## config.mk

```make
export PLATFORM = sky130hd
export DESIGN_NAME = grid_power_metering_top
export DESIGN_NICKNAME = d
export VERILOG_FILES = /design/src/hw/rtl/gpm_pkg.sv /design/src/hw/rtl/grid_power_metering_top.sv /design/src/hw/rtl/gpm_ctrl.sv /design/src/hw/rtl/gpm_dp.sv
export SDC_FILE = /design/constraint.sdc
export NUM_CORES = 2
export LEC_CHECK = 0
export BUFFER_PORTS_ARGS = -buffer_cell sky130_fd_sc_hd__buf_2
export CAP_MARGIN = 5
export CELL_PAD_IN_SITES_DETAIL_PLACEMENT = 0
export CELL_PAD_IN_SITES_GLOBAL_PLACEMENT = 1
export CORE_UTILIZATION = 50
export CTS_CLUSTER_DIAMETER = 80
export CTS_CLUSTER_SIZE = 24
export DETAILED_ROUTE_END_ITERATION = 8
export GPL_TIMING_DRIVEN = 0
export PLACE_DENSITY = 0.94
export SLEW_MARGIN = 10
export SYNTH_ARGS = -nofsm -noshare
export SYNTH_HDL_FRONTEND = slang
export SYNTH_HIERARCHICAL = 1
export SYNTH_SLANG_ARGS = --single-unit
```

## constraint.sdc

```tcl
create_clock -name i_clk -period 18.6 [get_ports i_clk]
set_input_delay 0.93 -clock i_clk [delete_from_list [all_inputs] [get_ports i_clk]]
set_output_delay 0.93 -clock i_clk [all_outputs]
set_load 0.02 [all_outputs]
```

## src/hw/rtl/gpm_pkg.sv

```systemverilog
// gpm_pkg: shared types and constants of the grid power metering block
// used by gpm_ctrl, gpm_dp and grid_power_metering_top; no dependencies
package gpm_pkg;

    localparam int SQRT_STEPS = 28;
    localparam int DIV_STEPS  = 16;
    localparam int CNT_W      = 5;
    localparam int IN_DATA_W  = 128;
    localparam int OUT_DATA_W = 240;

    localparam logic [1:0] REG_GV_GAIN = 2'd0;
    localparam logic [1:0] REG_GI_GAIN = 2'd1;
    localparam logic [1:0] REG_MIN_APP = 2'd2;

    localparam logic [31:0] GAIN_RESET    = 32'h0100_0000;
    localparam logic [31:0] MIN_APP_RESET = 32'h0001_0000;

    typedef enum logic [3:0] {
        DP_NOP,
        DP_LOAD,
        DP_SQ_INIT,
        DP_SQ_STEP,
        DP_MUL,
        DP_WR,
        DP_DIV_INIT,
        DP_DIV_STEP,
        DP_PF,
        DP_OUT
    } t_dp_op;

    typedef enum logic [2:0] {
        SEL_VRMS,
        SEL_IRMS,
        SEL_GAIN,
        SEL_ALO,
        SEL_AHI,
        SEL_RLO,
        SEL_RHI,
        SEL_APP
    } t_dp_sel;

    typedef struct packed {
        t_dp_op  op;
        t_dp_sel sel;
    } t_dp_cmd;

    typedef struct packed {
        logic fast;
        logic out_busy;
    } t_dp_sts;

    typedef struct packed {
        logic [31:0] gv_gain;
        logic [31:0] gi_gain;
        logic [31:0] min_app;
    } t_cfg;

endpackage

```

## src/hw/rtl/grid_power_metering_top.sv

```systemverilog
// grid_power_metering_top: rms, power and power factor metering
// depends on gpm_pkg, gpm_ctrl and gpm_dp
//
// usage
// one input transfer on the s channel carries four means: tdata holds
// grid_volt_mean_sq, induct_curr_mean_sq, active_mean, reactive_mean, and
// tuser holds fast_update. each input gives exactly one result transfer on
// the m channel with both rms values, the held powers, power factor and
// the measurement sequence count.
// a new input is taken only after the previous result has been loaded,
// never while one is in flight. each item runs two 28-step square roots
// on one shared root unit; fast update adds the three powers and the
// 16-step power factor divide. the result sits in an output register, so
// a stalled receiver holds only the following item at its final step, not
// the one in flight. reset clears the held powers, factor, sequence count
// and the controller; gain and threshold registers return to 1.0, 1.0
// and 1 VA. configuration: apb registers at 0x0, 0x4, 0x8 are to be
// written only while idle; the user must keep to this, the block does not.
module grid_power_metering_top import gpm_pkg::*; (
    input  logic                  i_clk,
    input  logic                  i_rst_n,
    // grid_volt_mean_sq, induct_curr_mean_sq, active_mean, reactive_mean
    input  logic [IN_DATA_W-1:0]  i_s_tdata,
    // fast_update
    input  logic                  i_s_tuser,
    input  logic                  i_s_tvalid,
    output logic                  o_s_tready,
    // grid_volt_rms, induct_curr_rms, active_power, reactive_power,
    // apparent_power, power_factor, measure_sequence, one pad bit
    output logic [OUT_DATA_W-1:0] o_m_tdata,
    output logic                  o_m_tvalid,
    input  logic                  i_m_tready,
    input  logic                  i_psel,
    input  logic                  i_penable,
    input  logic                  i_pwrite,
    input  logic [3:0]            i_paddr,
    input  logic [31:0]           i_pwdata,
    output logic [31:0]           o_prdata,
    output logic                  o_pready
);

    logic [31:0] r_gv_gain, r_gi_gain, r_min_app;
    t_cfg        cfg;
    t_dp_cmd     cmd;
    t_dp_sts     sts;

    always_ff @(posedge i_clk) begin
        if (!i_rst_n) begin
            r_gv_gain <= GAIN_RESET;
            r_gi_gain <= GAIN_RESET;
            r_min_app <= MIN_APP_RESET;
        end else if (i_psel && i_penable && i_pwrite) begin
            case (i_paddr[3:2])
                REG_GV_GAIN: r_gv_gain <= i_pwdata;
                REG_GI_GAIN: r_gi_gain <= i_pwdata;
                REG_MIN_APP: r_min_app <= i_pwdata;
                default: ;
            endcase
        end
    end

    always_comb begin
        case (i_paddr[3:2])
            REG_GV_GAIN: o_prdata = r_gv_gain;
            REG_GI_GAIN: o_prdata = r_gi_gain;
            REG_MIN_APP: o_prdata = r_min_app;
            default:     o_prdata = '0;
        endcase
    end

    assign o_pready    = 1'b1;
    assign cfg.gv_gain = r_gv_gain;
    assign cfg.gi_gain = r_gi_gain;
    assign cfg.min_app = r_min_app;

    gpm_ctrl u_ctrl (
        .i_clk      (i_clk),
        .i_rst_n    (i_rst_n),
        .i_in_valid (i_s_tvalid),
        .o_in_ready (o_s_tready),
        .i_sts      (sts),
        .o_cmd      (cmd)
    );

    gpm_dp u_dp (
        .i_clk       (i_clk),
        .i_rst_n     (i_rst_n),
        .i_cmd       (cmd),
        .i_cfg       (cfg),
        .i_in_data   (i_s_tdata),
        .i_in_fast   (i_s_tuser),
        .o_sts       (sts),
        .o_out_valid (o_m_tvalid),
        .i_out_ready (i_m_tready),
        .o_out_data  (o_m_tdata)
    );

`ifndef NO_ASSERTIONS
    a_busy_after_take: assert property (@(posedge i_clk) disable iff (!i_rst_n)
        (i_s_tvalid && o_s_tready) |=> !o_s_tready)
        else $error("input taken while item in flight");

    a_pf_needs_apparent: assert property (@(posedge i_clk) disable iff (!i_rst_n)
        (o_m_tvalid && o_m_tdata[222:207] != '0) |-> (o_m_tdata[206:160] != '0))
        else $error("power factor without apparent power");

    a_out_hold: assert property (@(posedge i_clk) disable iff (!i_rst_n)
        (o_m_tvalid && !i_m_tready) |=> (o_m_tvalid && $stable(o_m_tdata)))
        else $error("result changed while stalled");
`endif

endmodule

```

## src/hw/rtl/gpm_ctrl.sv

```systemverilog
// gpm_ctrl: sequencer for the metering datapath
// depends on gpm_pkg; drives gpm_dp through t_dp_cmd, reads t_dp_sts
module gpm_ctrl import gpm_pkg::*; (
    input  logic    i_clk,
    input  logic    i_rst_n,
    input  logic    i_in_valid,
    output logic    o_in_ready,
    input  t_dp_sts i_sts,
    output t_dp_cmd o_cmd
);

    typedef enum logic [3:0] {
        S_IDLE,
        S_SQ_INIT,
        S_SQ,
        S_MUL,
        S_WR,
        S_DIV_INIT,
        S_DIV,
        S_PF,
        S_OUT
    } t_state;

    t_state             r_state, n_state;
    t_dp_sel            r_sel, n_sel;
    logic [CNT_W-1:0]   r_cnt, n_cnt;

    always_comb begin
        n_state = r_state;
        n_sel   = r_sel;
        n_cnt   = r_cnt;
        o_cmd   = '{op: DP_NOP, sel: r_sel};
        case (r_state)
            S_IDLE: begin
                if (i_in_valid) begin
                    o_cmd.op = DP_LOAD;
                    n_sel    = SEL_VRMS;
                    n_state  = S_SQ_INIT;
                end
            end
            S_SQ_INIT: begin
                o_cmd.op = DP_SQ_INIT;
                n_cnt    = CNT_W'(SQRT_STEPS - 1);
                n_state  = S_SQ;
            end
            S_SQ: begin
                o_cmd.op = DP_SQ_STEP;
                n_cnt    = r_cnt - 1'b1;
                if (r_cnt == '0) begin
                    n_state = S_MUL;
                end
            end
            S_MUL: begin
                o_cmd.op = DP_MUL;
                n_state  = S_WR;
            end
            S_WR: begin
                o_cmd.op = DP_WR;
                n_state  = S_MUL;
                case (r_sel)
                    SEL_VRMS: begin
                        n_sel   = SEL_IRMS;
                        n_state = S_SQ_INIT;
                    end
                    SEL_IRMS: begin
                        n_sel   = SEL_GAIN;
                        n_state = i_sts.fast ? S_MUL : S_OUT;
                    end
                    SEL_GAIN: n_sel = SEL_ALO;
                    SEL_ALO:  n_sel = SEL_AHI;
                    SEL_AHI:  n_sel = SEL_RLO;
                    SEL_RLO:  n_sel = SEL_RHI;
                    SEL_RHI:  n_sel = SEL_APP;
                    SEL_APP:  n_state = S_DIV_INIT;
                    default:  n_state = S_OUT;
                endcase
            end
            S_DIV_INIT: begin
                o_cmd.op = DP_DIV_INIT;
                n_cnt    = CNT_W'(DIV_STEPS - 1);
                n_state  = S_DIV;
            end
            S_DIV: begin
                o_cmd.op = DP_DIV_STEP;
                n_cnt    = r_cnt - 1'b1;
                if (r_cnt == '0) begin
                    n_state = S_PF;
                end
            end
            S_PF: begin
                o_cmd.op = DP_PF;
                n_state  = S_OUT;
            end
            S_OUT: begin
                if (!i_sts.out_busy) begin
                    o_cmd.op = DP_OUT;
                    n_state  = S_IDLE;
                end
            end
            default: n_state = S_IDLE;
        endcase
    end

    assign o_in_ready = (r_state == S_IDLE);

    always_ff @(posedge i_clk) begin
        if (!i_rst_n) begin
            r_state <= S_IDLE;
            r_sel   <= SEL_VRMS;
            r_cnt   <= '0;
        end else begin
            r_state <= n_state;
            r_sel   <= n_sel;
            r_cnt   <= n_cnt;
        end
    end

endmodule

```

## src/hw/rtl/gpm_dp.sv

```systemverilog
// gpm_dp: metering datapath with shared square root, multiplier and divider
// depends on gpm_pkg; commanded by gpm_ctrl
module gpm_dp import gpm_pkg::*; (
    input  logic                  i_clk,
    input  logic                  i_rst_n,
    input  t_dp_cmd               i_cmd,
    input  t_cfg                  i_cfg,
    input  logic [IN_DATA_W-1:0]  i_in_data,
    input  logic                  i_in_fast,
    output t_dp_sts               o_sts,
    output logic                  o_out_valid,
    input  logic                  i_out_ready,
    output logic [OUT_DATA_W-1:0] o_out_data
);

    localparam logic [47:0] P_MAX = 48'h7FFF_FFFF_FFFF;
    localparam logic [47:0] P_MIN = 48'h8000_0000_0000;
    localparam logic [46:0] S_MAX = '1;

    logic [31:0] r_ms_v, r_ms_i, r_am_mag, r_rm_mag, r_gv_mag, r_gi_mag;
    logic        r_am_neg, r_rm_neg, r_gneg, r_fast;
    logic [55:0] r_xsh;
    logic [27:0] r_root;
    logic [29:0] r_rem;
    logic [63:0] r_prod, r_gmag;
    logic [31:0] r_lo;
    logic [31:0] r_vrms, r_irms;
    logic [47:0] r_act, r_rea;
    logic [46:0] r_app;
    logic [15:0] r_pf, r_seq;
    logic [48:0] r_drem;
    logic [15:0] r_dbit, r_quo;
    logic        r_pf_en, r_ovf, r_pneg;
    logic        r_out_valid;
    logic [OUT_DATA_W-1:0] r_out;

    function automatic logic [31:0] mag32(input logic [31:0] v);
        mag32 = v[31] ? (32'd0 - v) : v;
    endfunction

    function automatic logic [47:0] pow_sat(input logic [55:0] q, input logic neg);
        logic [47:0] res;
        if (neg && q != '0) begin
            res = (q > 56'(P_MIN)) ? P_MIN : (48'd0 - q[47:0]);
        end else begin
            res = (q > 56'(P_MAX)) ? P_MAX : q[47:0];
        end
        pow_sat = res;
    endfunction

    // shared sqrt step
    logic [30:0] sq_rs, sq_trial;
    logic        sq_ge;
    assign sq_rs    = {r_rem[28:0], r_xsh[55:54]};
    assign sq_trial = {1'b0, r_root, 2'b01};
    assign sq_ge    = (sq_rs >= sq_trial);

    // shared multiplier
    logic [31:0] mul_a, mul_b;
    always_comb begin
        case (i_cmd.sel)
            SEL_VRMS: begin mul_a = {4'd0, r_root}; mul_b = r_gv_mag; end
            SEL_IRMS: begin mul_a = {4'd0, r_root}; mul_b = r_gi_mag; end
            SEL_GAIN: begin mul_a = r_gv_mag; mul_b = r_gi_mag; end
            SEL_ALO:  begin mul_a = r_am_mag; mul_b = r_gmag[31:0]; end
            SEL_AHI:  begin mul_a = r_am_mag; mul_b = r_gmag[63:32]; end
            SEL_RLO:  begin mul_a = r_rm_mag; mul_b = r_gmag[31:0]; end
            SEL_RHI:  begin mul_a = r_rm_mag; mul_b = r_gmag[63:32]; end
            SEL_APP:  begin mul_a = r_vrms; mul_b = r_irms; end
            default:  begin mul_a = '0; mul_b = '0; end
        endcase
    end

    logic [31:0] rms_sat;
    logic [63:0] hi_sum;
    logic [47:0] s_ext;
    assign rms_sat = (|r_prod[63:56]) ? '1 : r_prod[55:24];
    assign hi_sum  = r_prod + {32'd0, r_lo};
    assign s_ext   = {1'b0, r_app};

    // shared divider step
    logic [48:0] dv_rs;
    logic        dv_ge;
    assign dv_rs = {r_drem[47:0], r_dbit[15]};
    assign dv_ge = (dv_rs >= {2'd0, r_app});

    logic [47:0] pm;
    assign pm = r_act[47] ? (48'd0 - r_act) : r_act;

    logic [16:0] pf_q;
    logic [15:0] pf_val;
    always_comb begin
        pf_q = r_ovf ? 17'h10000 : {1'b0, r_quo};
        if (!r_pf_en) begin
            pf_val = '0;
        end else if (r_pneg) begin
            pf_val = (pf_q > 17'h08000) ? 16'h8000 : (16'd0 - pf_q[15:0]);
        end else begin
            pf_val = (pf_q > 17'h07FFF) ? 16'h7FFF : pf_q[15:0];
        end
    end

    logic [15:0] seq_next;
    assign seq_next = r_seq + 1'b1;

    always_ff @(posedge i_clk) begin
        case (i_cmd.op)
            DP_LOAD: begin
                r_ms_v   <= i_in_data[31:0];
                r_ms_i   <= i_in_data[63:32];
                r_am_mag <= mag32(i_in_data[95:64]);
                r_am_neg <= i_in_data[95];
                r_rm_mag <= mag32(i_in_data[127:96]);
                r_rm_neg <= i_in_data[127];
                r_fast   <= i_in_fast;
                r_gv_mag <= mag32(i_cfg.gv_gain);
                r_gi_mag <= mag32(i_cfg.gi_gain);
                r_gneg   <= i_cfg.gv_gain[31] ^ i_cfg.gi_gain[31];
            end
            DP_SQ_INIT: begin
                r_xsh  <= {(i_cmd.sel == SEL_VRMS) ? r_ms_v : r_ms_i, 24'd0};
                r_root <= '0;
                r_rem  <= '0;
            end
            DP_SQ_STEP: begin
                r_xsh  <= {r_xsh[53:0], 2'b00};
                r_root <= {r_root[26:0], sq_ge};
                r_rem  <= sq_ge ? 30'(sq_rs - sq_trial) : 30'(sq_rs);
            end
            DP_MUL: r_prod <= {32'd0, mul_a} * {32'd0, mul_b};
            DP_DIV_INIT: begin
                r_pneg  <= r_act[47];
                r_pf_en <= (r_app > {15'd0, i_cfg.min_app});
                r_ovf   <= (pm >= {s_ext[46:0], 1'b0});
                r_drem  <= {2'd0, pm[47:1]};
                r_dbit  <= {pm[0], 15'd0};
                r_quo   <= '0;
            end
            DP_DIV_STEP: begin
                r_drem <= dv_ge ? (dv_rs - {2'd0, r_app}) : dv_rs;
                r_quo  <= {r_quo[14:0], dv_ge};
                r_dbit <= {r_dbit[14:0], 1'b0};
            end
            DP_OUT: begin
                r_out <= {1'b0, seq_next, r_pf, r_app, r_rea, r_act, r_irms, r_vrms};
            end
            default: ;
        endcase
        if (i_cmd.op == DP_WR) begin
            case (i_cmd.sel)
                SEL_VRMS: r_vrms <= rms_sat;
                SEL_IRMS: r_irms <= rms_sat;
                SEL_GAIN: r_gmag <= r_prod;
                SEL_ALO, SEL_RLO: r_lo <= r_prod[63:32];
                default: ;
            endcase
        end
        if (!i_rst_n) begin
            r_act       <= '0;
            r_rea       <= '0;
            r_app       <= '0;
            r_pf        <= '0;
            r_seq       <= '0;
            r_out_valid <= 1'b0;
        end else begin
            if (i_cmd.op == DP_WR) begin
                case (i_cmd.sel)
                    SEL_AHI: r_act <= pow_sat(hi_sum[63:8], r_am_neg ^ r_gneg);
                    SEL_RHI: r_rea <= pow_sat(hi_sum[63:8], r_rm_neg ^ r_gneg);
                    SEL_APP: r_app <= r_prod[63] ? S_MAX : r_prod[62:16];
                    default: ;
                endcase
            end
            if (i_cmd.op == DP_PF) begin
                r_pf <= pf_val;
            end
            if (i_cmd.op == DP_OUT) begin
                r_seq       <= seq_next;
                r_out_valid <= 1'b1;
            end else if (i_out_ready) begin
                r_out_valid <= 1'b0;
            end
        end
    end

    assign o_sts.fast     = r_fast;
    assign o_sts.out_busy = r_out_valid && !i_out_ready;
    assign o_out_valid    = r_out_valid;
    assign o_out_data     = r_out;

endmodule
```

* Word level (Yosys, flattened, before mapping)
Cells that the tools add are included.
** Word-level totals
- Bits in registers :: 1139
- Output and inout bits :: 275
** Cells by class
- Multipliers :: 1
- $add $sub $neg :: 12
- Reduce and logical (&&, ||, !) cells :: 36
- Order comparisons :: 8
- Bitwise gates (word level) :: 3
- Muxes and demuxes :: 44
- Equality and inequality tests :: 31
** Operator list (number)
- $pmux W32 S5 :: 2
- $mux W48 :: 6
- $sub A1 B32 Y32 const A :: 4
- $mux W31 :: 4
- $pmux W56 S2 :: 1
- $pmux W32 S3 :: 1
- $pmux W48 S2 :: 1
- $sub A1 B48 Y48 const A :: 2
- $pmux W4 S9 :: 2
- $add A64 B32 Y64 :: 1
- $mul A32 B32 Y64 :: 1
- $mux W16 :: 4
- $mux W32 :: 2
- $pmux W16 S2 :: 2
- $pmux W29 S2 :: 1
- $gt A56 B47 Y1 const B :: 1
- $gt A56 B48 Y1 const B :: 1
- $pmux W28 S2 :: 1
- $reduce_bool A56 Y1 :: 1
- $ge A49 B47 Y1 :: 1
- $ge A48 B48 Y1 :: 1
- $sub A48 B47 Y48 :: 1
- $gt A47 B32 Y1 :: 1
- $mux W47 :: 1
- other kinds (42) :: 92

* Logic depth before layout (Yosys ltp)
- Depth in word-level cells :: 6
- Gate-level depth with buffers :: 42
- Gate-level depth less buffers :: 38

* By module
Netlist, hierarchy kept.
** Modules (own cells, without submodules)
- gpm_dp :: times used 1, cells an instance 8313, area each 82105.0 um^2
- grid_power_metering_top :: times used 1, cells an instance 464, area each 4269.1 um^2
- gpm_ctrl :: times used 1, cells an instance 95, area each 779.5 um^2

* Least setup slack after synthesis
No wires, ideal clock.
- Kind :: input-to-reg
- From :: input port i_m_tready
- To :: register u_dp.r_am_mag[0] (enable)
- Stages :: 6
- Arrival time :: 15185 ps
- Path slack :: 2423 ps
- Data required time :: 17608 ps
- Cell sequence :: nor2b_1 or3_1 a221oi_1 clkbuf_1 nand2b_1 nor3_1
** RTL lines
- from (decl) :: line grid_power_metering_top.sv:32 : input logic i_m_tready,
- to (signal assigned) :: line gpm_dp.sv:111 : r_am_mag <= mag32(i_in_data[95:64]);
- to (decl) :: line gpm_dp.sv:20 : logic [31:0] r_ms_v, r_ms_i, r_am_mag, r_rm_mag, r_gv_mag, r_gi_mag;

* Worst setup path in the final report
- From :: register u_ctrl.r_sel[0]
- To :: register u_dp.r_prod[60], data pin
** Between the ends
- Longest elaborated chain between the ends :: 4
- Elaborated cells on any way between the ends :: 17
- Those cells by class :: mul: 1; eq/ne: 7; mux: 2; reduce/logical: 7
** Ends and longest elaborated chain
- from (decl) :: line gpm_ctrl.sv:25 : t_dp_sel r_sel, n_sel;
- from (signal assigned) :: line gpm_ctrl.sv:113 : r_sel <= n_sel;
- $eq A3 B3 Y1 (tied with other cells) :: line gpm_dp.sv:61 : case (i_cmd.sel)
- $reduce_or A2 Y1 (no source line)
- $pmux W32 S5 :: line gpm_dp.sv:61
- $mul A32 B32 Y64 (*) :: line gpm_dp.sv:130 : DP_MUL: r_prod <= {32'd0, mul_a} * {32'd0, mul_b};
- to (signal assigned) :: line gpm_dp.sv:130
- to (decl) :: line gpm_dp.sv:25 : logic [63:0] r_prod, r_gmag;
Every way passes the cells marked *; elsewhere a longest branch is shown, timed or not.
A chain may end at the register's enable or synchronous reset.

==> results_tabular.tex <==
\begin{tabular}{lr}
\hline
Metric & Value \\
\hline
\multicolumn{2}{l}{\textbf{Yosys}} \\
Distinct cells, synth & 107 \\
Count of flip-flops with a built-in enable after synthesis & 816 \\
Asr flop ratio synth & 0\% \\
Portion of synthesized cell area occupied by the leading cell type & 28.1\% \\
Leading register cell type out of synthesis & sky130\_fd\_sc\_hd\_\_edfxtp\_1 \\
Syn avg cell area & 9.82 µm² \\
Post-Syn Nets & 10400 \\
Register bit count reported by yosys & 1100 \\
Count of synthesis-stage warnings from yosys & 6 \\
Portion of the post-synthesis area used by sequential elements & 34.6\% \\
Main area contributors after synthesis & sky130\_fd\_sc\_hd\_\_edfxtp\_1 28\%, sky130\_fd\_sc\_hd\_\_fa\_1 21\%, sky130\_fd\_sc\_hd\_\_ha\_1 6.6\% \\
Gate count of the mapped netlist & 8872 \\
Cell type with the highest aggregate area in the netlist & sky130\_fd\_sc\_hd\_\_edfxtp\_1 \\
Synthesized area & 0.0872 mm² \\
\multicolumn{2}{l}{\textbf{Timing}} \\
Setup violations, final & 0 \\
Worst setup slack after layout & 4490 ps \\
Highest attainable clock frequency & 70.9 MHz \\
Final worst path period need & 14110 ps \\
Worst slew margin & -0.327\% \\
RSZ-0062 raised after global routing & false \\
Period Utilization, post-route & 75.9\% \\
Final worst clock skew & 55.0 ps \\
Final Max Slew Viols & 9 \\
Hold Fails Final Rpt & 0 \\
Worst-margin pin slew & 1490 ps \\
\multicolumn{2}{l}{\textbf{Clock tree}} \\
Clock insertion delay at the later pin of the skew report & 750 ps \\
Post-CTS sizing & 0 \\
Number of buffers inserted for hold repair after clock tree synthesis & 0 \\
CTS root buf & sky130\_fd\_sc\_hd\_\_clkbuf\_16 \\
Number of levels the H-tree was split into & 3 \\
Post-CTS Repair Setup Buffers & 0 \\
Total number of clock tree sinks & 1100 \\
Maximum clock path buffer count & 3 \\
Clock transition at path regs & 90 ps \\
Number of buffers inserted during clock tree synthesis & 74 \\
TritonCTS clock tree & yes \\
\multicolumn{2}{l}{\textbf{Worst setup path}} \\
Worst Path Required & 19090 ps \\
Reg-to-reg endpoint & u\_dp/r\_prod[60] \\
Worst reg2reg path startpoint & u\_ctrl/r\_sel[0] \\
Depth of the worst register-to-register path & 36 \\
Worst Setup Path Type & reg -> reg \\
Category of the worst setup path capture point & register \\
Slowest cell delay on critical path & 1020 ps \\
Reg-to-reg setup timing slack & 4490 ps \\
Launching element type of the critical path & register \\
Critical-path cell with the highest stage delay & sky130\_fd\_sc\_hd\_\_clkbuf\_1 \\
Signal arrival time at the worst endpoint & 14600 ps \\
Most frequent CP cell & sky130\_fd\_sc\_hd\_\_fa\_1 \\
Maximum fanout encountered on the critical timing path & 12 \\
\multicolumn{2}{l}{\textbf{GRT}} \\
Number of antenna violations at the first check in global routing & 25 \\
Overflow left after global routing & 0 \\
Wire length of the first global-routing pass & 527000 µm \\
Pin count of the biggest net entering global routing & 63 \\
Vias in the first global route & 71200 \\
Total Routing Usage GR & 43.1\% \\
\multicolumn{2}{l}{\textbf{Floorplan}} \\
Top-Level Pins & 447 \\
Horizontal die dimension & 420 µm \\
Starting utilization of the core area & 50.6\% \\
Core outline area & 0.172 mm² \\
Die ar. & 0.176 mm² \\
Floorplan row count & 152 \\
Floorplan die height & 420 µm \\
\multicolumn{2}{l}{\textbf{Finish}} \\
Fillers & 15500 \\
Share of post-route cells with drive strength above 1 & 8.64\% \\
Synthesis-to-finish area growth & 10.1\% \\
Post-layout util & 55.7\% \\
Net count, final & 11000 \\
Area of all placed cells without fillers & 0.0960 mm² \\
\multicolumn{2}{l}{\textbf{Run status}} \\
Result of the run & finished with violations \\
Failing checks & max-capacitance violations, max-slew violations \\
\multicolumn{2}{l}{\textbf{Place}} \\
Post-detail-place hpwl & 310000 µm \\
Worst Setup Slack post-DPL & 4820 ps \\
Weighted congestion at the end of routability-driven global placement & 1.07 \\
Placed Instance Area & 0.0932 mm² \\
Number of port buffers & 440 \\
\multicolumn{2}{l}{\textbf{Run}} \\
Max-cap violation count & 2 \\
\multicolumn{2}{l}{\textbf{Worst hold path}} \\
Class of the most critical hold timing path & in -> reg \\
Number of cells traversed by the worst hold path & 1 \\
Startpoint of the most critical hold path & i\_s\_tdata[10] \\
Hold Path Sink & u\_dp/r\_ms\_v[10] \\
\multicolumn{2}{l}{\textbf{Routing}} \\
Drt first pass iters & 6 \\
Initial DRC Count & 9047 \\
Post-detailed-route wirelength per cell & 32.2 µm \\
Post-Route WL & 382000 µm \\
Number of nets still failing antenna checks after routing & 0 \\
Total vias in the final route & 73300 \\
Mean number of vias per cell & 6.19 \\
\# DRC & 0 \\
\hline
\end{tabular}
## worst max-delay path: cells and delay by family (launching register included)
kind | cells | cell delay, ps
compound gates | 10 | 3570
simple gates | 7 | 1470
flops | 1 | 920
mux | 1 | 960
buf+inv | 8 | 2330
xor+xnor | 1 | 80
fa+ha+maj | 9 | 4450
## cell families (layout without fill, tap and decap cells)
family / Yosys count / count (layout) / synth area share [%]
muxes: 163 / 163 / 1.87
DFF: 1100 / 1100 / 34.6
xor gates and xnor gates: 388 / 388 / 3.90
AOI/OAI and AO/OA: 1527 / 1527 / 11.4
adders and majority gates: 1359 / 1359 / 27.2
and+or+nand+nor: 2754 / 2754 / 14.0
buffers and inverters: 1579 / 2221 / 6.95
other: 2 / 20 / 0.00862
## placed cells by master, fill, tap and decap left out, drive strengths merged, types with 42 or more instances in the layout
cell type  instances
nor2             985
edfxtp           816
inv             1150
a31oi             62
nand2            996
nor2b             42
or2               56
buf              586
a211oi            78
xnor2            285
and3              44
clkbuf           468
nand2b           109
dfxtp            284
and2              51
nand4             67
o31ai             61
mux2i            163
a21oi            432
nor3             130
xor2             103
or3               62
fa               897
o21ai            360
o21a              73
ha               462
a21o             130
nand3            111
## registers in the layout, indices dropped and copies added (netlist names), 47 cells and up
name,cells
u_dp/r_prod,64
u_dp/r_act,48
u_dp/r_drem,48
u_dp/r_rea,48
u_dp/r_gmag,64
u_dp/r_app,47
u_dp/o_out_data,239
## how the worst max path moves through the flow
stage / from / end / slack (ps) / cells after the start
floorplan: i_m_tready / u_dp/r_am_mag[0] / 2420 / 6
finish: u_ctrl/r_sel[0] / u_dp/r_prod[60] / 4490 / 36
detailed placement: u_ctrl/r_sel[0] / u_dp/r_prod[60] / 4820 / 36
global placement: i_m_tready / u_dp/r_ms_v[23] / -5180 / 7
global route: u_ctrl/r_sel[0] / u_dp/r_prod[60] / 4100 / 36
CTS: u_ctrl/r_sel[0] / u_dp/r_prod[60] / 4780 / 36
## cells in the mapped netlist (all sizes together), types with 79 or more instances
library cell     n
nand2b         109
ha             462
o21ai          360
buf             79
a21oi          432
nor2           985
xnor2          285
nand3          111
fa             897
nor3           130
a21o           130
clkbuf         379
nand2          996
dfxtp          284
edfxtp         816
xor2           103
inv           1120
mux2i          163
## metrics by stage
| stage | hold WS (ps) | TNS (ps) | std cells |
|---|---|---|---|
| final | 355 | 0 | 11800 |
| after global routing | 343 | 0 | 11800 |
| after CTS | 326 | 0 | 11800 |
| after detailed placement | 413 | 0 | 11700 |
| after global placement | 419 | -1007800 | 11600 |
| after floorplan | 403 | 0 | 8872 |
## layout make-up
| class | count | area [µm²] | area share, % |
|---|---|---|---|
| Antenna cell | 18 | 45.0 | 0.0469 |
| Timing Repair Buffer | 507 | 3050 | 3.18 |
| Clock buffer | 89 | 1950 | 2.04 |
| Buffer | 458 | 1870 | 1.94 |
| Tap cell | 2310 | 2890 | 3.01 |
| Inverter | 1121 | 4210 | 4.39 |
| Sequential cell | 1100 | 30200 | 31.5 |
| Multi-Input combinational cell | 6193 | 51100 | 53.2 |
| Clock inverter | 46 | 703 | 0.733 |
## metal layers
layer / GRT usage (%) / wire (µm)
met5: 1.06 / 323
met4: 28.1 / 29400
met3: 13.7 / 47700
met2: 60.7 / 157000
met1: 56.8 / 147000
Power is not shown: default switching activity piles up to over one toggle a cycle in this logic, so the estimate is an artifact.
